`config.mk`:
```
export PLATFORM = sky130hd
export DESIGN_NAME = tidnf_ctrl
export DESIGN_NICKNAME = d
export VERILOG_FILES = /design/src/tidnf_pkg.sv /design/src/tidnf_ctrl.sv
export VERILOG_INCLUDE_DIRS = /design/src /design/src/src
export SDC_FILE = /design/constraint.sdc
export NUM_CORES = 1
export LEC_CHECK = 0
export BUFFER_PORTS_ARGS = -buffer_cell sky130_fd_sc_hd__buf_2
export CORE_AREA = 5 5 105 180
export DETAILED_ROUTE_END_ITERATION = 8
export DIE_AREA = 0 0 110 185
export PLACE_DENSITY = 0.73
export SLEW_MARGIN = 15
export SYNTH_ARGS = -nofsm -noshare
export SYNTH_HDL_FRONTEND = slang
export SYNTH_SLANG_ARGS = --single-unit
```
`constraint.sdc`:
```
create_clock -name clk_i -period 2.59 [get_ports clk_i]
set_clock_uncertainty 0.1 [all_clocks]
set_input_delay 0.518 -clock clk_i [delete_from_list [all_inputs] [get_ports clk_i]]
set_output_delay 0.518 -clock clk_i [all_outputs]
set_load 0.005 [all_outputs]
```
`src/task_id_next_fit_allocator_macros.svh`:
```
// Assertion shorthands shared by the allocator RTL.
// Both expect clk_i and rst_ni in scope.
`ifndef TASK_ID_NEXT_FIT_ALLOCATOR_MACROS_SVH
`define TASK_ID_NEXT_FIT_ALLOCATOR_MACROS_SVH

// Same-cycle implication
`define TIDNF_ASSERT_IMPL(name, ante, cons) \
  name: assert property (@(posedge clk_i) disable iff (!rst_ni) (ante) |-> (cons)) \
    else $error("tidnf: same-cycle check failed");

// Next-cycle implication
`define TIDNF_ASSERT_NEXT(name, ante, cons) \
  name: assert property (@(posedge clk_i) disable iff (!rst_ni) (ante) |=> (cons)) \
    else $error("tidnf: next-cycle check failed");

`endif

```
`src/tidnf_pkg.sv`:
```
package tidnf_pkg;

  // Table geometry
  localparam int ID_DEPTH = 1024;
  localparam int ID_W     = $clog2(ID_DEPTH);
  localparam int LIM_W    = ID_W + 1;
  localparam int QUEUE_W  = 6;
  localparam int HANDLE_W = 16;
  localparam int OP_W     = 2;
  localparam int STAT_W   = 2;

  typedef enum logic [OP_W-1:0] {
    OP_ALLOC  = 2'd0,
    OP_PLACE  = 2'd1,
    OP_TERM   = 2'd2,
    OP_LOOKUP = 2'd3
  } op_e;

  typedef enum logic [STAT_W-1:0] {
    ST_OK        = 2'd0,
    ST_NO_FREE   = 2'd1,
    ST_NOT_FOUND = 2'd2
  } status_e;

  typedef enum logic [2:0] {
    S_CLEAR,
    S_IDLE,
    S_DECODE,
    S_LOOK,
    S_WRAP,
    S_SCAN,
    S_FINISH
  } state_e;

  // One slot of the ID table
  typedef struct packed {
    logic                vld;
    logic [QUEUE_W-1:0]  queue;
    logic [HANDLE_W-1:0] task_h;
    logic [HANDLE_W-1:0] flow_h;
  } entry_t;

  typedef struct packed {
    op_e                 op;
    logic [ID_W-1:0]     gid;
    logic [QUEUE_W-1:0]  queue;
    logic [HANDLE_W-1:0] task_h;
    logic [HANDLE_W-1:0] flow_h;
  } req_t;

  typedef struct packed {
    status_e             status;
    logic [ID_W-1:0]     id;
    logic [QUEUE_W-1:0]  queue;
    logic [HANDLE_W-1:0] task_h;
    logic [HANDLE_W-1:0] flow_h;
  } rsp_t;

  // Controller to slot memory
  typedef struct packed {
    logic            we;
    logic [ID_W-1:0] waddr;
    entry_t          wdata;
    logic [ID_W-1:0] raddr;
  } mem_req_t;

endpackage

```
`src/tidnf_ctrl.sv`:
```
`include "task_id_next_fit_allocator_macros.svh"

// Command sequencer: clearing pass, read-modify-write of slots and the
// next-fit scan. One command is in flight at a time, so a slot write always
// lands before the next command reads the table.
module tidnf_ctrl import tidnf_pkg::*; (
  input  logic             clk_i,
  input  logic             rst_ni,
  input  logic [LIM_W-1:0] limit_i,
  input  logic             req_valid_i,
  input  req_t             req_i,
  output logic             idle_o,
  input  logic             res_free_i,
  output logic             res_load_o,
  output rsp_t             res_o,
  output mem_req_t         mem_o,
  input  entry_t           mem_rdata_i
);

  state_e           state_q, state_d;
  logic [ID_W-1:0]  last_q, last_d;
  logic [ID_W-1:0]  clr_q, clr_d;
  logic             chk_v_q, chk_v_d;
  logic [ID_W-1:0]  chk_id_q, chk_id_d;
  logic [LIM_W-1:0] cand_q, cand_d;
  logic [LIM_W-1:0] issued_q, issued_d;
  logic [LIM_W-1:0] cand_inc;
  req_t             req_q, req_d;
  rsp_t             res_q, res_d;
  logic             gid_bad;
  logic             found;
  entry_t           new_entry;

  assign gid_bad   = (req_q.gid == '0) || ({1'b0, req_q.gid} >= limit_i);
  assign found     = chk_v_q && (chk_id_q != '0) && !mem_rdata_i.vld;
  assign cand_inc  = cand_q + LIM_W'(1);
  assign new_entry = '{vld: 1'b1, queue: req_q.queue, task_h: req_q.task_h,
                       flow_h: req_q.flow_h};

  // Next state, memory access and result
  always_comb begin
    state_d    = state_q;
    last_d     = last_q;
    clr_d      = clr_q;
    chk_v_d    = chk_v_q;
    chk_id_d   = chk_id_q;
    cand_d     = cand_q;
    issued_d   = issued_q;
    req_d      = req_q;
    res_d      = res_q;
    res_load_o = 1'b0;
    mem_o      = '0;

    unique case (state_q)
      S_CLEAR: begin
        mem_o.we    = 1'b1;
        mem_o.waddr = clr_q;
        clr_d       = clr_q + ID_W'(1);
        if (clr_q == ID_W'(ID_DEPTH - 1)) begin
          state_d = S_IDLE;
        end
      end
      S_IDLE: begin
        if (req_valid_i) begin
          req_d   = req_i;
          state_d = S_DECODE;
        end
      end
      S_DECODE: begin
        res_d = '0;
        priority if (req_q.op == OP_ALLOC) begin
          cand_d  = {1'b0, last_q} + LIM_W'(1);
          state_d = S_WRAP;
        end else if (gid_bad) begin
          res_d.status = ST_NOT_FOUND;
          state_d      = S_FINISH;
        end else if (req_q.op == OP_PLACE) begin
          mem_o.we    = 1'b1;
          mem_o.waddr = req_q.gid;
          mem_o.wdata = new_entry;
          res_d.id    = req_q.gid;
          state_d     = S_FINISH;
        end else begin
          mem_o.raddr = req_q.gid;
          state_d     = S_LOOK;
        end
      end
      S_LOOK: begin
        if (!mem_rdata_i.vld) begin
          res_d.status = ST_NOT_FOUND;
        end else begin
          res_d.id     = req_q.gid;
          res_d.queue  = mem_rdata_i.queue;
          res_d.task_h = mem_rdata_i.task_h;
          res_d.flow_h = mem_rdata_i.flow_h;
          // terminate frees the slot
          if (req_q.op == OP_TERM) begin
            mem_o.we    = 1'b1;
            mem_o.waddr = req_q.gid;
          end
        end
        state_d = S_FINISH;
      end
      S_WRAP: begin
        // bring the start point below the limit
        if (cand_q >= limit_i) begin
          cand_d = cand_q - limit_i;
        end else begin
          issued_d = '0;
          chk_v_d  = 1'b0;
          state_d  = S_SCAN;
        end
      end
      S_SCAN: begin
        // issue one read per cycle, check the one issued last cycle
        priority if (found) begin
          mem_o.we    = 1'b1;
          mem_o.waddr = chk_id_q;
          mem_o.wdata = new_entry;
          last_d      = chk_id_q;
          res_d.id    = chk_id_q;
          state_d     = S_FINISH;
        end else if (issued_q == limit_i) begin
          res_d.status = ST_NO_FREE;
          state_d      = S_FINISH;
        end else begin
          mem_o.raddr = cand_q[ID_W-1:0];
          chk_v_d     = 1'b1;
          chk_id_d    = cand_q[ID_W-1:0];
          cand_d      = (cand_inc == limit_i) ? '0 : cand_inc;
          issued_d    = issued_q + LIM_W'(1);
        end
      end
      S_FINISH: begin
        if (res_free_i) begin
          res_load_o = 1'b1;
          state_d    = S_IDLE;
        end
      end
      default: begin
        state_d = S_IDLE;
      end
    endcase
  end

  // Control state
  always_ff @(posedge clk_i or negedge rst_ni) begin
    if (!rst_ni) begin
      state_q <= S_CLEAR;
      last_q  <= '0;
      clr_q   <= '0;
      chk_v_q <= 1'b0;
    end else begin
      state_q <= state_d;
      last_q  <= last_d;
      clr_q   <= clr_d;
      chk_v_q <= chk_v_d;
    end
  end

  // Payload and scan working registers
  always_ff @(posedge clk_i) begin
    chk_id_q <= chk_id_d;
    cand_q   <= cand_d;
    issued_q <= issued_d;
    req_q    <= req_d;
    res_q    <= res_d;
  end

  assign idle_o = (state_q == S_IDLE);
  assign res_o  = res_q;

  `TIDNF_ASSERT_IMPL(a_load_free, res_load_o, res_free_i)
  `TIDNF_ASSERT_IMPL(a_no_id0, (state_q == S_SCAN) && mem_o.we, mem_o.waddr != '0)
  `TIDNF_ASSERT_IMPL(a_scan_bound, state_q == S_SCAN, issued_q <= limit_i)
  `TIDNF_ASSERT_NEXT(a_accept_dec, idle_o && req_valid_i, state_q == S_DECODE)

endmodule

```
==> impl_metrics.csv, run 1 <==
group,metric,value,unit
job,drv_cap,0,
yosys,ys_warn_count,0,
die,start_util,46.47,%
cts,cts_buffer_depth,2,
grt,grtUsageTotal,24.22,%
worst_setup_path,crit_top_cell,"o21ai_2",
grt,grt_pass1_wl,36850,um
drt,drt_iter0_drc,382,
die,io_pins,216,
power_and_ir_drop,vdd_drop_max,0.0006371,V
worst_setup_path,path_buf_inv,2,
yosys,synth_fp_nets,807,
die,die_area,20350,um^2
placement,gp_congestion,0.9563,
drt,ant_nets,0,
sta,max_freq,0.3079,GHz
final_layout,design_area,11230,um^2
final_layout,diodes,0,
sta,report.final.hold_viol_count,0,
placement,port_buffers,215,
sta,timing.final.ws_setup,-0.6581,ns
worst_setup_path,cp-end-kind,"output pin",
sta,rsz0062_at_grt,"true",
yosys,synth_area_per_cell,11.93,um^2
yosys,yosysTopAreaCellShare,49.09,%
yosys,synth_edf_count,132,
worst_setup_path,cpPeakStageDelay,0.49,ns
yosys,synthTopCellsByArea,"edfxtp_1 (49%), dfrtp_1 (7.4%), xnor2_1 (4.0%)",
cts,cts_tree,"yes",
cts,cts_root_buffer,"clkbuf_16",
yosys,syn_inst,677,
cts,htree_levels,4,
die,die_w,110,um
yosys,ys.flop_type,"edfxtp_1",
grt,grt_max_degree,41,
cts,clk_pin_slew,0.07,ns
sta,min_period_over_period,125.4,%
worst_setup_path,critPathSlowestCell,"edfxtp_1",
yosys,ys_ff_latch,156,
power_and_ir_drop,p_leak,4.942,nW
sta,report.final.setup_viol,60,
die,die-height,185,um
placement,place_area,10310,um^2
worst_setup_path,worstSetupPathType,"reg -> out",
yosys,synth.distinct_cells,70,
sta,final_max_slew_viol_count,0,
drt,drc_errors,0,
worst_setup_path,cp_max_fo,5,
worst_setup_path,worstPathArrival,2.63,ns
drt,drt-wirelength-per-cell,20.27,um
worst_setup_path,crit_chain,"ha_4 > a21o_1 > a21oi_2 > o21ai_2 > a211o_4 > buf_12 > o21a_4 > o21ai_2 > buf_2",
sta,max_slew_margin,64.11,%
drt,drt_pass1_iterations,7,
final_layout,syn2layout_area_growth,39.03,%
grt,grt_pass1_vias,6985,
worst_setup_path,critPathLaunchType,"register",
outcome,violations,"negative setup slack",
drt,wl,25340,um
final_layout,drive_gt1_share,44.46,%
die,row_count,64,
power_and_ir_drop,powerDensity,1095,nW/um^2
cts,cts.sinks,156,
die,core,17380,um^2
sta,tightest_slew,0.5384,ns
yosys,synth.largest_area_cell,"edfxtp_1",
yosys,ys_seq_area_share,56.52,%
worst_setup_path,worstPathRequired,1.97,ns
grt,antenna_found_initial,0,
cts,clock_latency,0.42,ns
worst_setup_path,critical_path.top_delay_family,"compound AO/OA/AOI/OAI gates",
yosys,netlist_area,8075,um^2
final_layout,finish.net_count,1137,
sta,min_period,3.248,ns
drt,num_vias,7028,
power_and_ir_drop,power.total,12.30,mW
yosys,ys_async_sr_fraction,15.38,%
min_path,hp-class,"in -> reg",
drt,viasPerCell,5.622,
placement,dp_hpwl,19160,um
cts,numCtsBuffers,17,
grt,grt-ovfl-total,0,
outcome,status,"complete, but fails checks",
-- stage by stage --
| stage | util (%) | hold slack, ns | worst slack [ns] | setup TNS (ns) | std cells |
|---|---|---|---|---|---|
| final | 64.61 | 0.1643 | -0.6581 | -36.44 | 1250 |
| after CTS | 63.23 | 0.1495 | -0.6421 | -35.24 | 1244 |
| after floorplan | - | 0.1224 | -0.001928 | -0.004457 | 677 |
| after global placement | 59.35 | 0.3705 | -0.3983 | -26.02 | 1209 |
| after detailed placement | 59.35 | 0.3701 | -0.3834 | -26.77 | 1209 |
| after global routing | 64.61 | 0.1467 | -0.7204 | -42.38 | 1250 |
-- cells in the mapped netlist (2+ instances only) --
cell type	count
a41oi_1	3
a21oi_1	16
o21a_1	4
and4_1	3
o211ai_1	2
a21o_1	8
o31ai_1	3
inv_1	26
o311ai_0	2
nand2_1	39
a311oi_1	2
nor3_1	6
nand3b_1	3
nand4b_1	2
a31oi_1	6
dfrtp_1	24
nand3_2	2
clkbuf_1	22
nor2_1	31
o32ai_1	2
xnor2_1	37
a222oi_1	2
nand3_1	16
a22o_1	20
mux2_2	12
nor4_1	5
nand2b_1	3
o2111ai_1	3
nand4_1	15
xor2_1	21
a221oi_1	2
and2_1	42
edfxtp_1	132
o21ai_0	16
or3_1	2
buf_2	12
nor2b_1	4
and3_1	49
a22oi_1	11
a211oi_1	3
o21ai_1	7
xnor2_2	2
ha_1	25
o22ai_1	4
-- kinds of logic after synthesis --
group | share of synthesized area, %
multiplexers | 1.797
flip-flops | 56.52
buffers and inverters | 3.114
adder cells (fa/ha/maj) | 4.121
XOR/XNOR | 6.694
AND/OR/NAND/NOR | 16.05
AO/OA/AOI/OAI | 11.70
-- worst reg2reg max path: cells and delay by family, from the launching register on --
family	cells	cell delay, ns
compound gates	4	0.64
flops	1	0.47
buf+inv	2	0.41
simple gates	1	0.33
fa+ha+maj	1	0.22
xor+xnor	1	0.15
-- final timing paths --
check / start / to / slack (ns) / cells after the start
worst max-delay path: req_q[46] / mem_o[50] / -0.66 / 9
worst min-delay path: req_i[13] / new_entry[13] / 0.16 / 1
worst max register to register: cand_q[0] / cand_q[0] / 0.01 / 9
worst min register to register: chk_v_q / chk_v_q / 0.39 / 1
max in group asynchronous: rst_ni / clr_q[5] / 1.50 / 2
min in group asynchronous: rst_ni / last_q[8] / 0.52 / 2
-- cell usage in the layout, fill, tap and decap left out, types with 4 or more instances in the layout --
cell / count
o21ai_2: 17
mux2_2: 12
buf_4: 122
clkbuf_16: 17
xor2_1: 20
buf_6: 6
xnor2_1: 36
and3_1: 49
nor4_1: 4
ha_4: 6
ha_1: 19
nor2_1: 30
dfrtp_1: 24
a31oi_1: 6
a21oi_1: 13
nand3_1: 16
inv_2: 5
o21ai_0: 5
nor3_1: 5
a21o_1: 8
a22o_1: 20
edfxtp_1: 132
a22oi_1: 11
nand4_1: 15
and2_4: 4
inv_1: 22
and2_1: 38
o22ai_1: 4
buf_12: 4
nand2_1: 39
buf_2: 212
-- metal layers --
metal  global-route usage, %  part of all wire, %  vias to the layer above
met5                       0                    0                        -
met4                   14.68                  6.1                        0
met3                   4.674                  7.1                      113
met2                   43.46                   54                      371
met1                   25.50                   33                     3342
li1                        -                    -                     3202
-- report_power, final --
group / total [mW] / internal [mW] / switching [mW]
Sequential: 4.30 / 3.78 / 0.514
Combinational: 5.56 / 2.57 / 2.99
Clock: 2.44 / 1.42 / 1.03
Total: 12.3 / 7.77 / 4.53
-- cell type report --
cell class | count | area, um^2
clock inverter | 14 | 145.1
timing repair buffer | 345 | 2135
multi-input combinational | 460 | 3567
clock buffer | 17 | 425.4
tap | 231 | 289.0
sequential | 156 | 4564
fill | 1378 | 6150
inverter | 27 | 101.3
-- flip-flops by register name, summed over array words and instances, names as in the netlist --
name,count
cand_q,11
chk_id_q,10
chk_v_q,1
clr_q,10
issued_q,11
last_q,10
new_entry,38
req_q,12
res_o,50
state_q,3
-- timing repair --
action,in CTS,in global routing
hold buffers,1,0
hold endpoints to repair,24,0
gates cloned,1,1
setup buffers,2,5
resized for setup,19,44
pin swaps,6,18
setup endpoints to repair,68,93
Power figures use the tool's default switching activity.
==> inputs of run 2 (changes only) <==
- CAP_MARGIN: not set -> 10
- PLACE_DENSITY: 0.73 -> 0.75
==> run 2 against run 1 <==
  * Sequential share of layout area increased by 0.073 points
  * Utilization fell by 0.12 points
  * Critical path depth did not move
  * Via count is 0.38% lower
  * Global-route usage grew 0.22 points
  * Flip-flop and latch count unchanged
  * Cell area down 0.18%
  * The flow still finishes with violations (negative setup slack)
  * Wire length decreased by 1.1%
  * Sequential power is essentially flat
==> impl_metrics.csv, run 2 (synthesized netlist as in run 1, its figures left out) <==
group,metric,value,unit
drt,viasPerCell,5.574,
grt,grt-ovfl-total,0,
placement,gp_congestion,0.9912,
die,die_area,20350,um^2
grt,grt_pass1_vias,7070,
die,core,17380,um^2
grt,grt_max_degree,51,
drt,wl,25050,um
sta,rsz0062_at_grt,"true",
job,drv_cap,0,
outcome,violations,"negative setup slack",
worst_setup_path,cp-end-kind,"output pin",
worst_setup_path,cp_max_fo,40,
sta,report.final.hold_viol_count,0,
sta,report.final.setup_viol,71,
placement,dp_cells,1211,
worst_setup_path,crit_chain,"ha_4 > a21o_1 > nand3_1 > a21oi_2 > a211o_1 > o21bai_2 > buf_12 > or3b_1 > buf_2",
final_layout,largest_reg_flops,50,
power_and_ir_drop,powerDensity,1098,nW/um^2
final_layout,final_cell_mix,"buf_2 (215), edfxtp_1 (132), buf_4 (126)",
final_layout,finish.net_count,1142,
cts,cts_tree,"yes",
worst_setup_path,rrSetupSlack,-0.09,ns
drt,drt_pass1_iterations,7,
drt,num_vias,7001,
placement,pre_cts_ws,-0.4331,ns
cts,htree_levels,4,
die,die-height,185,um
placement,port_buffers,215,
power_and_ir_drop,p_leak,4.959,nW
die,row_count,64,
grt,grt_pass1_wl,36800,um
grt,antenna_found_initial,0,
sta,tightest_slew,0.5545,ns
grt,grtUsageTotal,24.44,%
worst_setup_path,worstSetupPathType,"reg -> out",
sta,max_freq,0.3108,GHz
placement,dp_hpwl,19420,um
worst_setup_path,cpPeakStageDelay,0.52,ns
die,io_pins,216,
die,die_w,110,um
sta,max_slew_margin,63.04,%
final_layout,layout_commonest_cell,"buf_2",
sta,min_period_over_period,124.2,%
cts,cts.sinks,156,
drt,ant_nets,0,
worst_setup_path,critPathLaunchType,"register",
min_path,hp-class,"in -> reg",
cts,cts_root_buffer,"clkbuf_16",
sta,final_max_slew_viol_count,0,
final_layout,syn2layout_area_growth,38.78,%
final_layout,final_cells,1256,
power_and_ir_drop,power.total,12.31,mW
final_layout,drive_gt1_share,44.20,%
final_layout,diodes,0,
worst_setup_path,critPathSlowestCell,"edfxtp_1",
cts,cts_buffer_depth,2,
drt,drt_iter0_drc,421,
sta,min_period,3.218,ns
cts,numCtsBuffers,17,
sta,timing.final.ws_setup,-0.6280,ns
cts,clk_pin_slew,0.07,ns
worst_setup_path,worstPathRequired,1.97,ns
worst_setup_path,worstPathArrival,2.60,ns
power_and_ir_drop,vdd_drop_max,0.0006179,V
die,start_util,46.47,%
drt,drt-wirelength-per-cell,19.95,um
drt,drc_errors,0,
cts,clock_latency,0.43,ns
outcome,status,"complete, but fails checks",
-- run 2: cell count changes in the layout (fill, tap and decap cells not counted), sizes merged --
cell,before,now
o21a,5,4
clkinv,7,4
buf,344,350
bufinv,2,0
clkbuf,17,18
clkinvlp,2,3
inv,30,34
-- run 2: final cells by class --
class	instances	area [um^2]
Multi-Input combinational cell	459	3502
Clock buffer	18	439.2
Tap cell	231	289.0
Fill cell	1355	6170
Sequential cell	156	4564
Inverter	27	103.9
Timing Repair Buffer	351	2181
Clock inverter	14	127.6
-- run 2: per-layer routing --
metal / up-vias / GRT usage, % / part of all wire [%]
li1: 3216 / - / -
met2: 330 / 44.84 / 55
met1: 3336 / 24.15 / 32
met3: 119 / 4.813 / 6.4
met4: 0 / 16.08 / 6.4
met5: - / 0 / 0
-- run 2: final timing paths --
| check | start | end | depth (start not counted) |
|---|---|---|---|
| setup / recovery | req_q[42] | mem_o[59] | 9 |
| hold / removal | req_i[37] | new_entry[37] | 1 |
| setup reg to reg | cand_q[0] | cand_q[10] | 10 |
| hold reg to reg | chk_v_q | chk_v_q | 1 |
| max in group asynchronous | rst_ni | clr_q[3] | 2 |
| min in group asynchronous | rst_ni | last_q[7] | 2 |
-- run 2: critical path: cells and delay by family, from the launching register on --
family	cells	cell delay, ns
AO/OA/AOI/OAI	4	0.57
adder cells (fa/ha/maj)	1	0.32
buffers and inverters	2	0.30
flip-flops	1	0.52
AND/OR/NAND/NOR	2	0.45
-- run 2: per-stage QoR --
step | area, um^2 | utilization, % | hold WS [ns] | setup TNS, ns
after floorplan | 8140 | - | 0.1224 | -0.004457
after global placement | 10350 | 59.58 | 0.3618 | -24.20
after detailed placement | 10350 | 59.58 | 0.3708 | -25.61
after CTS | 11060 | 63.64 | 0.1450 | -34.32
after global routing | 11210 | 64.49 | 0.1402 | -42.09
final | 11210 | 64.49 | 0.1582 | -34.61
-- run 2: power by group --
| part | internal [mW] | leakage [nW] | switching, mW |
|---|---|---|---|
| Sequential | 3.78 | 1.53 | 0.541 |
| Combinational | 2.63 | 3.16 | 2.98 |
| Clock | 1.29 | 0.271 | 1.09 |
-- run 2: what timing repair did --
item	CTS	global route
gates cloned	2	0
hold endpoints to repair	24	0
endpoints found under the setup margin	82	84
hold buffers	1	0
pin swaps	7	16
gates resized for setup	28	23
buffers inserted	6	4
==> inputs of run 3 (changes only) <==
- CORE_AREA: 5 5 105 180 -> 5 5 98 169
- CTS_BUF_LIST: not set -> sky130_fd_sc_hd__clkbuf_2 sky130_fd_sc_hd__clkbuf_4 sky130_fd_sc_hd__clkbuf_8
- DIE_AREA: 0 0 110 185 -> 0 0 103 174
- PLACE_DENSITY: 0.75 -> 0.82
- clock period: 2.59 -> 3.4 ns (I/O delays scaled with it)
==> run 3 against run 2 <==
  * Critical path type unchanged
  * Critical path depth down 1
  * Setup slack improved by 0.56 ns
  * The flow still finishes with violations (negative setup slack)
  * Highest routed layer unchanged
  * Global-route usage is 2.3 points higher
==> impl_metrics.csv, run 3 (synthesized netlist as in run 1, its figures left out) <==
group,metric,value,unit
final_layout,num-fill-cells,1137,
placement,port_buffers,215,
final_layout,final_cell_mix,"buf_2 (215), edfxtp_1 (132), buf_4 (52)",
die,die-height,174,um
worst_setup_path,worstPathRequired,2.62,ns
job,drv_cap,0,
sta,tightest_slew,0.7952,ns
cts,cts_root_buffer,"clkbuf_8",
drt,routedLengthMet1,7921,um
final_layout,drive_gt1_share,36.75,%
sta,min_period_over_period,102.0,%
grt,grt-ovfl-total,0,
min_path,hp-class,"in -> async",
power_and_ir_drop,sequentialPowerShare,40.6,%
final_layout,fin_util,67.57,%
drt,viasPerCell,5.998,
final_layout,syn2layout_area_growth,26.90,%
drt,drt_iter0_drc,576,
sta,min_period,3.468,ns
grt,antenna_found_initial,0,
power_and_ir_drop,powerDensity,813.2,nW/um^2
power_and_ir_drop,p_switching,3.323,mW
drt,routed-wl-met3,2110,um
grt,grt_max_degree,40,
sta,rsz0062_at_grt,"true",
worst_setup_path,cpPeakStageDelay,0.57,ns
sta,max_slew_margin,46.69,%
die,row_count,60,
sta,final_max_slew_viol_count,0,
power_and_ir_drop,swShare,39.88,%
drt,top_layer,"met4",
worst_setup_path,crit_chain,"ha_4 > nand4_1 > nor2_4 > a211o_1 > o21bai_2 > buf_6 > or3b_1 > buf_2",
placement,place_area,9588,um^2
sta,timing.final.ws_setup,-0.06794,ns
sta,report.final.setup_viol,6,
drt,drt-wirelength-per-cell,21.13,um
worst_setup_path,critical_path.top_delay_family,"simple AND/OR/NAND/NOR gates",
grt,grtUsageTotal,26.79,%
placement,gp_congestion,0.9484,
power_and_ir_drop,vdd_drop_max,0.0004533,V
die,start_util,53.25,%
cts,cts.sinks,156,
power_and_ir_drop,p_int,5.009,mW
drt,wl_met2,12410,um
final_layout,layout_commonest_cell,"buf_2",
die,die_w,103,um
final_layout,diodes,0,
worst_setup_path,critPathSlowestCell,"edfxtp_1",
sta,report.final.hold_viol_count,0,
worst_setup_path,worstSetupPathType,"reg -> out",
drt,drc_errors,0,
final_layout,design_area,10250,um^2
cts,numCtsBuffers,17,
power_and_ir_drop,p_clk_share,17.5,%
final_layout,largest_reg_flops,50,
drt,num_vias,6796,
final_layout,finish.net_count,1064,
die,die_area,17920,um^2
sta,holdWs,0.1220,ns
grt,grt_pass1_wl,36500,um
outcome,status,"complete, but fails checks",
worst_setup_path,cp-end-kind,"output pin",
cts,htree_levels,4,
die,core,15160,um^2
worst_setup_path,path_buf_inv,2,
placement,dp_hpwl,18150,um
grt,grt_pass1_vias,6911,
cts,clock_latency,0.45,ns
power_and_ir_drop,combPwrFrac,41.9,%
cts,cts_hold_buf,0,
drt,ant_nets,0,
cts,cts_buffer_depth,2,
power_and_ir_drop,p_leak,4.472,nW
die,io_pins,216,
worst_setup_path,cp_max_fo,20,
drt,wl,23940,um
drt,drt_pass1_iterations,6,
worst_setup_path,critPathLaunchType,"register",
worst_setup_path,worstPathArrival,2.69,ns
outcome,violations,"negative setup slack",
cts,cts_tree,"yes",
sta,max_freq,0.2884,GHz
cts,clk_pin_slew,0.10,ns
-- run 3: cell count changes in the layout (fill, tap and decap cells not counted), sizes merged --
cell,before,now
bufinv,0,1
buf,350,273
clkinv,4,6
clkbuf,18,17
clkinvlp,3,1
dlygate4sd3,1,0
-- run 3: metrics by stage --
stage / cells / total power, mW / TNS, ns / setup slack [ns]
2_1_floorplan: 677 / 5.419 / 0 / 0.3025
3_3_place_gp: 1086 / 6.670 / 0 / 0.01337
3_5_place_dp: 1086 / 6.754 / -0.2940 / -0.04576
4_1_cts: 1131 / 8.277 / -0.2458 / -0.06713
5_1_grt: 1133 / 8.789 / -6.284 / -0.1531
6_report: 1133 / 8.333 / -0.1134 / -0.06794
-- run 3: timing repair --
item	4_1_cts	5_1_grt
pin swaps	6	1
cloned	1	0
gates resized for setup	18	4
setup buffers	12	2
setup endpoints to repair	59	59
-- run 3: cell type report --
type | instances | area (um^2) | area share, %
clock buffers | 17 | 234.0 | 2.283
clock inverters | 15 | 196.4 | 1.917
inverters | 27 | 101.3 | 0.9890
multi-input cells | 459 | 3376 | 32.94
flip-flops and latches | 156 | 4564 | 44.54
well taps | 186 | 232.7 | 2.271
repair buffers | 273 | 1543 | 15.05
-- run 3: path summary, 6_finish.rpt --
| kind | start | depth (start not counted) | slack, ns | to |
|---|---|---|---|---|
| max | req_q[43] | 8 | -0.07 | mem_o[59] |
| min | rst_ni | 1 | 0.12 | last_q[9] |
| max reg2reg | cand_q[0] | 10 | 0.19 | cand_q[8] |
| min reg2reg | chk_v_q | 1 | 0.40 | chk_v_q |
| max in group asynchronous | rst_ni | 1 | 2.65 | clr_q[9] |
| min in group clk_i | req_i[24] | 1 | 0.29 | new_entry[24] |
-- run 3: layer usage --
layer / vias to the layer above / global-route usage, %
met5: - / 0
met1: 3185 / 29.46
met4: 0 / 15.45
met2: 444 / 46.01
li1: 3045 / -
met3: 122 / 6.024
-- run 3: worst reg2reg max path, cell delays in order, from the launching register on --
cell	delay [ns]
edfxtp_1	0.53
inv_1	0.15
ha_1	0.19
inv_1	0.07
fa_1	0.44
a21o_1	0.21
a221oi_1	0.61
o21ai_0	0.24
xor2_1	0.18
nand2_1	0.07
o311ai_0	0.15
-- run 3: power groups by stage --
stage               sequential [mW]  combinational, mW  clock (mW)
floorplan                      3.27               2.15           0
global placement               3.40               3.27           0
detailed placement             3.41               3.34           0
CTS                            3.37               3.44        1.47
global route                   3.44               3.78        1.57
finish                         3.38               3.49        1.46
